===== src/hw/rtl/spsc_pkg.sv =====
// Shared types, constants and the sequencer program for the support polygon check.
package spsc_pkg;

	// Default sizes handed to the top level
	localparam int LEG_COUNT_DEF  = 6;
	localparam int COORD_BITS_DEF = 16;

	// Configuration register file
	localparam int HIP_REGS   = 6;
	localparam int CFG_IDX_W  = 3;
	localparam int CFG_DATA_W = 32;
	localparam int HIP_W      = 16;
	localparam int CNT_OUT_W  = 3;

	// Sequencer step addresses
	localparam int UPC_W = 3;
	localparam logic [UPC_W-1:0] ST_IDLE = 3'd0;
	localparam logic [UPC_W-1:0] ST_CHK  = 3'd1;
	localparam logic [UPC_W-1:0] ST_RDI  = 3'd2;
	localparam logic [UPC_W-1:0] ST_RDJ  = 3'd3;
	localparam logic [UPC_W-1:0] ST_MUL1 = 3'd4;
	localparam logic [UPC_W-1:0] ST_MUL2 = 3'd5;
	localparam logic [UPC_W-1:0] ST_CMP  = 3'd6;
	localparam logic [UPC_W-1:0] ST_EMIT = 3'd7;

	// Point memory read select
	typedef enum logic [1:0] {
		RD_NONE,
		RD_I,
		RD_J
	} rd_sel_t;

	// Sequencer jump kinds
	typedef enum logic [2:0] {
		JMP_NEXT,   // fall through
		JMP_ACCEPT, // stay until a final beat is taken, then go to target
		JMP_EMPTY,  // go to target when no point is stored
		JMP_LOOP,   // go to target while edges remain, else fall through
		JMP_EMIT    // go to target once the result register is free
	} jmp_t;

	// One control word
	typedef struct packed {
		logic             in_rdy;  // input channel open
		logic             clr;     // clear edge pointer and verdict
		rd_sel_t          rd;      // point memory read
		logic             lat_a;   // hold read data as vertex i
		logic             mul_en;  // load product register
		logic             mul_yx;  // 0: xi*yj, 1: yi*xj
		logic             acc_ld;  // move product to accumulator
		logic             cmp;     // test cross product sign
		jmp_t             jmp;
		logic [UPC_W-1:0] tgt;
	} uword_t;

	// Program: load legs, then walk edges i -> i+1 computing xi*yj - yi*xj
	function automatic uword_t ucode(input logic [UPC_W-1:0] addr);
		uword_t w;
		w = '{in_rdy: 1'b0, clr: 1'b0, rd: RD_NONE, lat_a: 1'b0, mul_en: 1'b0,
			mul_yx: 1'b0, acc_ld: 1'b0, cmp: 1'b0, jmp: JMP_NEXT, tgt: ST_IDLE};
		case (addr)
			ST_IDLE: begin
				w.in_rdy = 1'b1;
				w.jmp    = JMP_ACCEPT;
				w.tgt    = ST_CHK;
			end
			ST_CHK: begin
				w.clr = 1'b1;
				w.jmp = JMP_EMPTY;
				w.tgt = ST_EMIT;
			end
			ST_RDI: begin
				w.rd = RD_I;
			end
			ST_RDJ: begin
				w.rd    = RD_J;
				w.lat_a = 1'b1;
			end
			ST_MUL1: begin
				w.mul_en = 1'b1;
			end
			ST_MUL2: begin
				w.mul_en = 1'b1;
				w.mul_yx = 1'b1;
				w.acc_ld = 1'b1;
			end
			ST_CMP: begin
				w.cmp = 1'b1;
				w.jmp = JMP_LOOP;
				w.tgt = ST_RDI;
			end
			ST_EMIT: begin
				w.jmp = JMP_EMIT;
				w.tgt = ST_IDLE;
			end
			default: begin
				w.jmp = JMP_EMIT;
				w.tgt = ST_IDLE;
			end
		endcase
		return w;
	endfunction

endpackage


===== src/hw/rtl/support_polygon_stability_check.sv =====
// Top level: leg collection, point memory and microcoded edge walk for the stability check.
// A leg beat is taken while the sequencer idles; a final beat starts the edge walk, which
// per stored point reads vertex i and its successor, forms both products and tests the
// sign, then emits the result. Throughput: one leg per cycle while loading; the walk pace
// is set by the single memory read port and the one shared multiplier used twice per edge.
// Reset: arst_n clears the hip offsets, counters, sequencer and output valid; the point
// memory is not cleared, only entries below the stored count are ever read.
module support_polygon_stability_check #(
	parameter int LEG_COUNT  = spsc_pkg::LEG_COUNT_DEF,
	parameter int COORD_BITS = spsc_pkg::COORD_BITS_DEF
) (
	input  logic                                clk,
	input  logic                                arst_n,
	// configuration write port
	input  logic                                cfg_wr_en,
	input  logic [spsc_pkg::CFG_IDX_W-1:0]      cfg_index,
	input  logic [spsc_pkg::CFG_DATA_W-1:0]     cfg_data,
	// leg input channel
	input  logic                                in_valid,
	output logic                                in_stall,
	input  logic signed [COORD_BITS-1:0]        foot_x,
	input  logic signed [COORD_BITS-1:0]        foot_y,
	input  logic                                on_ground,
	input  logic                                final_leg,
	// result channel
	output logic                                out_valid,
	input  logic                                out_stall,
	output logic                                stable,
	output logic [spsc_pkg::CNT_OUT_W-1:0]      support_count
);
	import spsc_pkg::*;

	localparam int CNT_W = $clog2(LEG_COUNT + 1);
	localparam int IDX_W = $clog2(LEG_COUNT);
	localparam int PT_W  = ((COORD_BITS > HIP_W) ? COORD_BITS : HIP_W) + 1;
	localparam int PR_W  = 2 * PT_W;

	// control state
	logic [UPC_W-1:0]         upc_q, upc_d;
	logic [CNT_W-1:0]         leg_cnt_q;
	logic [CNT_W-1:0]         pt_cnt_q;
	logic [CNT_W-1:0]         i_q;
	logic                     unstable_q;
	logic                     out_valid_q;
	logic                     stable_q;
	logic [CNT_OUT_W-1:0]     count_q;
	logic [CFG_DATA_W-1:0]    hip_q [HIP_REGS];

	// datapath
	logic signed [PT_W-1:0]   mem_x [LEG_COUNT];
	logic signed [PT_W-1:0]   mem_y [LEG_COUNT];
	logic signed [PT_W-1:0]   rd_x_q, rd_y_q;
	logic signed [PT_W-1:0]   a_x_q, a_y_q;
	logic signed [PR_W-1:0]   prod_q, acc_q;

	uword_t                   uw;
	logic                     in_acc;
	logic                     out_free;
	logic                     last_edge;
	logic                     append;
	logic [CFG_DATA_W-1:0]    hip_sel;
	logic signed [PT_W-1:0]   new_x, new_y;
	logic [CNT_W-1:0]         rd_ptr;
	logic signed [PT_W-1:0]   op_a, op_b;
	logic signed [PR_W:0]     diff;

	assign uw        = ucode(upc_q);
	assign in_stall  = !uw.in_rdy;
	assign in_acc    = in_valid && uw.in_rdy;
	assign out_free  = !out_valid_q || !out_stall;
	assign last_edge = ((i_q + CNT_W'(1)) == pt_cnt_q);
	assign append    = in_acc && on_ground && (int'(leg_cnt_q) < LEG_COUNT);

	// hip offset of the current leg, zero past the register file
	always_comb begin
		hip_sel = '0;
		for (int k = 0; k < HIP_REGS; k++) begin
			if (int'(leg_cnt_q) == k) hip_sel = hip_q[k];
		end
	end

	// body-frame point of the incoming foot
	assign new_x = {{(PT_W-HIP_W){hip_sel[HIP_W-1]}}, hip_sel[HIP_W-1:0]}
		+ {{(PT_W-COORD_BITS){foot_x[COORD_BITS-1]}}, foot_x};
	assign new_y = {{(PT_W-HIP_W){hip_sel[2*HIP_W-1]}}, hip_sel[2*HIP_W-1:HIP_W]}
		+ {{(PT_W-COORD_BITS){foot_y[COORD_BITS-1]}}, foot_y};

	// read pointer: vertex i or its cyclic successor
	assign rd_ptr = (uw.rd == RD_J) ? (last_edge ? '0 : i_q + CNT_W'(1)) : i_q;

	// multiplier operands and cross product sign test
	assign op_a = uw.mul_yx ? a_y_q : a_x_q;
	assign op_b = uw.mul_yx ? rd_x_q : rd_y_q;
	assign diff = {acc_q[PR_W-1], acc_q} - {prod_q[PR_W-1], prod_q};

	// next step
	always_comb begin
		case (uw.jmp)
			JMP_NEXT:   upc_d = upc_q + UPC_W'(1);
			JMP_ACCEPT: upc_d = (in_acc && final_leg) ? uw.tgt : upc_q;
			JMP_EMPTY:  upc_d = (pt_cnt_q == '0) ? uw.tgt : upc_q + UPC_W'(1);
			JMP_LOOP:   upc_d = last_edge ? upc_q + UPC_W'(1) : uw.tgt;
			JMP_EMIT:   upc_d = out_free ? uw.tgt : upc_q;
			default:    upc_d = ST_IDLE;
		endcase
	end

	// configuration registers
	always_ff @(posedge clk or negedge arst_n) begin
		if (!arst_n) begin
			for (int k = 0; k < HIP_REGS; k++) hip_q[k] <= '0;
		end else if (cfg_wr_en && (int'(cfg_index) < HIP_REGS)) begin
			hip_q[cfg_index] <= cfg_data;
		end
	end

	// sequencer, counters and result register
	always_ff @(posedge clk or negedge arst_n) begin
		if (!arst_n) begin
			upc_q       <= ST_IDLE;
			leg_cnt_q   <= '0;
			pt_cnt_q    <= '0;
			i_q         <= '0;
			unstable_q  <= 1'b0;
			out_valid_q <= 1'b0;
		end else begin
			upc_q <= upc_d;
			if (in_acc && (int'(leg_cnt_q) < LEG_COUNT)) leg_cnt_q <= leg_cnt_q + CNT_W'(1);
			if (append) pt_cnt_q <= pt_cnt_q + CNT_W'(1);
			if (uw.clr) begin
				i_q        <= '0;
				unstable_q <= 1'b0;
			end else if (uw.jmp == JMP_LOOP && !last_edge) begin
				i_q <= i_q + CNT_W'(1);
			end
			if (uw.cmp && !diff[PR_W] && (diff != '0)) unstable_q <= 1'b1;
			if (uw.jmp == JMP_EMIT && out_free) begin
				out_valid_q <= 1'b1;
				leg_cnt_q   <= '0;
				pt_cnt_q    <= '0;
			end else if (!out_stall) begin
				out_valid_q <= 1'b0;
			end
		end
	end

	// result payload
	always_ff @(posedge clk) begin
		if (uw.jmp == JMP_EMIT && out_free) begin
			stable_q <= !unstable_q;
			count_q  <= CNT_OUT_W'(pt_cnt_q);
		end
	end

	// point memory: one write port, one registered read port
	always_ff @(posedge clk) begin
		if (append) begin
			mem_x[pt_cnt_q[IDX_W-1:0]] <= new_x;
			mem_y[pt_cnt_q[IDX_W-1:0]] <= new_y;
		end
		if (uw.rd != RD_NONE) begin
			rd_x_q <= mem_x[rd_ptr[IDX_W-1:0]];
			rd_y_q <= mem_y[rd_ptr[IDX_W-1:0]];
		end
	end

	// vertex hold, product and accumulator
	always_ff @(posedge clk) begin
		if (uw.lat_a) begin
			a_x_q <= rd_x_q;
			a_y_q <= rd_y_q;
		end
		if (uw.mul_en) prod_q <= op_a * op_b;
		if (uw.acc_ld) acc_q <= prod_q;
	end

	assign out_valid     = out_valid_q;
	assign stable        = stable_q;
	assign support_count = count_q;

`ifndef ASSERT_OFF
	// stored points never outnumber legs seen
	a_cnt_order: assert property (@(posedge clk) disable iff (!arst_n)
		pt_cnt_q <= leg_cnt_q)
		else $error("point count exceeds leg count");

	// leg counter saturates at the leg count
	a_leg_sat: assert property (@(posedge clk) disable iff (!arst_n)
		int'(leg_cnt_q) <= LEG_COUNT)
		else $error("leg counter overran");

	// a new result only comes from the emit step
	a_emit_src: assert property (@(posedge clk) disable iff (!arst_n)
		$rose(out_valid_q) |-> $past(upc_q) == ST_EMIT)
		else $error("result loaded outside emit step");

	// edge pointer stays inside the stored list during the walk
	a_ptr_range: assert property (@(posedge clk) disable iff (!arst_n)
		(upc_q == ST_RDI) |-> i_q < pt_cnt_q)
		else $error("edge pointer out of range");
`endif

endmodule


===== config.mk =====
export PLATFORM = sky130hd
export DESIGN_NAME = support_polygon_stability_check
export DESIGN_NICKNAME = d
export VERILOG_FILES = /design/src/hw/rtl/spsc_pkg.sv /design/src/hw/rtl/support_polygon_stability_check.sv
export SDC_FILE = /design/constraint.sdc
export NUM_CORES = 2
export LEC_CHECK = 0
export BUFFER_PORTS_ARGS = -buffer_cell sky130_fd_sc_hd__buf_2
export CELL_PAD_IN_SITES_DETAIL_PLACEMENT = 1
export CELL_PAD_IN_SITES_GLOBAL_PLACEMENT = 2
export CORE_MARGIN = 4
export CORE_UTILIZATION = 30
export DETAILED_ROUTE_END_ITERATION = 10
export PLACE_DENSITY = 0.67
export SLEW_MARGIN = 20
export SYNTH_ARGS = -nofsm -noshare
export SYNTH_HDL_FRONTEND = slang
export SYNTH_SLANG_ARGS = --single-unit

===== constraint.sdc =====
create_clock -name clk -period 8.45 [get_ports clk]
set_input_delay 0.845 -clock clk [delete_from_list [all_inputs] [get_ports clk]]
set_output_delay 0.845 -clock clk [all_outputs]
set_load 0.02 [all_outputs]

==> flow_metrics.env <==
export IMPL_rsz0062_at_grt="false"
export IMPL_max_freq_ghz=0.1262
export IMPL_layout_setup_ws_ns=0.5255
export IMPL_worstMarginPinSlew_ns=1.103
export IMPL_core_um2=118600
export IMPL_post_cts_buffers=0
export IMPL_final_antenna_net_count=0
export IMPL_synth_seq_cells=550
export IMPL_arrival_ns=8.31
export IMPL_root_buffer="clkbuf_16"
export IMPL_cts_resized=0
export IMPL_insertion_delay_ns=0.68
export IMPL_synth_most_common_cell="inv_1"
export IMPL_reg2regPathDepth=24
export IMPL_grt_pass1_vias=25980
export IMPL_setup_viol=0
export IMPL_cts_buffer_depth=3
export IMPL_firstDrtPassIters=5
export IMPL_cp_required_ns=8.83
export IMPL_grt_max_degree=91
export IMPL_worstReg2RegStart="upc_q[1]"
export IMPL_netlist_instances=3202
export IMPL_grt_usage_pct=16.04
export IMPL_gp_congestion=0.8058
export IMPL_endpoint_kind="flop"
export IMPL_ys_types=77
export IMPL_hp_class="input pin to asynchronous set/reset pin"
export IMPL_fin_crit_sh_pct=93.78
export IMPL_drtIter0Drc=1193
export IMPL_yosysWarnings=0
export IMPL_hold_violations=0
export IMPL_ios=80
export IMPL_path_clk_slew_ns=0.06
export IMPL_synth_seq_area_share_pct=43.02
export IMPL_wire_per_inst_um=20.00
export IMPL_drt_wl_total_mm=99.05
export IMPL_die_h_um=354.4
export IMPL_placed_area_um2=38580
export IMPL_synthTopCellsByArea="edfxtp_1, fa_1, dfrtp_1, mux2_2, ha_1"
export IMPL_synth_nets=3740
export IMPL_worstPathMaxFanout=34
export IMPL_min_period_ns=7.925
export IMPL_ys_async_sr_fraction_pct=37.45
export IMPL_ys_top_cells_by_count="inv_1, nand2_1, edfxtp_1, fa_1, nor2_1"
export IMPL_viasPerCell=4.791
export IMPL_dr_total_vias=23730
export IMPL_netlist_area_um2=35990
export IMPL_synth_ff_type="edfxtp_1"
export IMPL_rows=126
export IMPL_final_nets=3830
export IMPL_fin_hold_ws_ns=0.2476
export IMPL_slew_viol_final=0
export IMPL_worstReg2RegEnd="prod_q[30]"
export IMPL_cts_tree="built"
export IMPL_die_w_um=354.4
export IMPL_pre_cts_ws_ns=0.4823
export IMPL_crit_type="flop to flop"
export IMPL_grt_pass1_wl_mm=155.9
export IMPL_h_tree_depth=3
export IMPL_maxCapViolCount=0
export IMPL_yosys_area_top_type="edfxtp_1"
export IMPL_route_detailed_drc=0
export IMPL_grt_ovfl_total=0
export IMPL_r2r_slack_ns=0.53
export IMPL_synth_avg_cell_area_um2=11.24
export IMPL_area_growth_pct=13.66
export IMPL_drive_gt1_share_pct=15.95
export IMPL_numCtsBuffers=68
export IMPL_clock_skew_ns=0.04697
export IMPL_start_util_pct=30.36
export IMPL_cts_sink_count=550
export IMPL_grt_antenna_before_repair=9
export IMPL_postCtsHoldBufs=0
export IMPL_outcome="finished, final reports clean"
export IMPL_fin_setup_tns_ns=0
export IMPL_design_area_um2=40910
export IMPL_synth_edf_count=344
export IMPL_io_buffers=79
export IMPL_dieArea_um2=125600
export IMPL_worst_setup_path_start_kind="flop"
export IMPL_dp_hpwl_mm=72.14
export IMPL_max_slew_margin_rel_pct=25.72
export IMPL_netlist_area_leader_share_pct=28.70
-- cell families (layout without fill, tap and decap cells) --
group                      Yosys count  after routing  synth area share [%]
AOI/OAI and AO/OA                  480            480                 8.983
xor gates and xnor gates            90             90                 2.190
adders and majority gates          464            464                 22.37
buffers and inverters              518            664                 5.478
DFF                                550            550                 43.02
muxes                              261            261                 8.027
other                                0              5                     0
and+or+nand+nor                    839            839                 9.935
-- cell type report --
cell class / instances / area, um2
fillers: 13070 / 77640
clock inverters: 43 / 513.0
well taps: 1600 / 2002
inverters: 388 / 1456
diodes: 5 / 12.51
clock buffers: 83 / 1808
multi-input cells: 2134 / 18690
flip-flops and latches: 550 / 15480
repair buffers: 150 / 949.7
-- routing by layer --
| layer | vias to the layer above | global-route usage, % | share of wire, % |
|---|---|---|---|
| li1 | 11100 | - | - |
| met1 | 12190 | 20.54 | 44 |
| met2 | 306 | 28.20 | 50 |
| met3 | 125 | 2.528 | 3.4 |
| met4 | 6 | 4.281 | 2.5 |
| met5 | - | 0 | 0.040 |
-- metrics by stage --
step	std cells	utilization (%)
2_1_floorplan	3202	-
3_3_place_gp	4822	32.54
3_5_place_dp	4822	32.54
4_1_cts	4948	34.50
5_1_grt	4948	34.50
6_report	4953	34.51
-- worst max path at each step --
stage | end | start | slack [ns] | cells past startpoint
after floorplan | prod_q[33] | upc_q[1] | 0.75 | 25
after global placement | prod_q[30] | upc_q[1] | 0.55 | 26
after detailed placement | prod_q[33] | upc_q[1] | 0.48 | 26
after CTS | prod_q[33] | upc_q[1] | 0.44 | 26
after global routing | prod_q[31] | upc_q[1] | 0.08 | 26
final | prod_q[30] | upc_q[1] | 0.53 | 24
-- state kept, by name, indices dropped and copies added (netlist names), 3 cells and up --
signal         count
hip_q            192
mem_x            102
mem_y            102
acc_q             34
prod_q            34
a_x_q             17
a_y_q             17
rd_x_q            17
rd_y_q            17
i_q                3
leg_cnt_q          3
pt_cnt_q           3
support_count      3
upc_q              3
-- layout by cell type, fill, tap and decap left out, drive strengths merged, types with 8 or more instances in the layout --
master / n
inv: 394
nand2: 377
edfxtp: 344
fa: 299
nor2: 289
mux2: 221
dfrtp: 206
ha: 165
buf: 149
o21ai: 113
clkbuf: 84
a21oi: 83
a31oi: 75
xnor2: 68
a211oi: 42
mux2i: 40
and2: 37
a221oi: 36
o311ai: 35
clkinv: 30
nand3: 26
a21o: 23
nor3: 23
xor2: 22
nand2b: 22
o21bai: 13
or2: 12
o21a: 10
o211ai: 9
nand4: 9
and3: 8
nor2b: 8
nor3b: 8
-- critical path, stage by stage (launching register included) --
cell	delay, ns
dfrtp_1	0.40
inv_1	0.09
ha_1	0.37
nand2_4	0.40
buf_12	0.31
mux2_2	0.49
nand2_1	0.13
fa_1	0.51
inv_1	0.05
fa_1	0.48
fa_1	0.59
fa_1	0.43
fa_1	0.49
inv_1	0.05
fa_1	0.47
inv_1	0.04
ha_1	0.31
a2111o_1	0.38
o41ai_2	0.51
o21ai_1	0.22
nand2_1	0.16
nand2_1	0.11
a221o_1	0.34
a21oi_1	0.17
xnor2_1	0.08
Power is left out: the tool's default activity adds up to more than one toggle a clock period on the data nets, which glitch-free logic cannot reach.
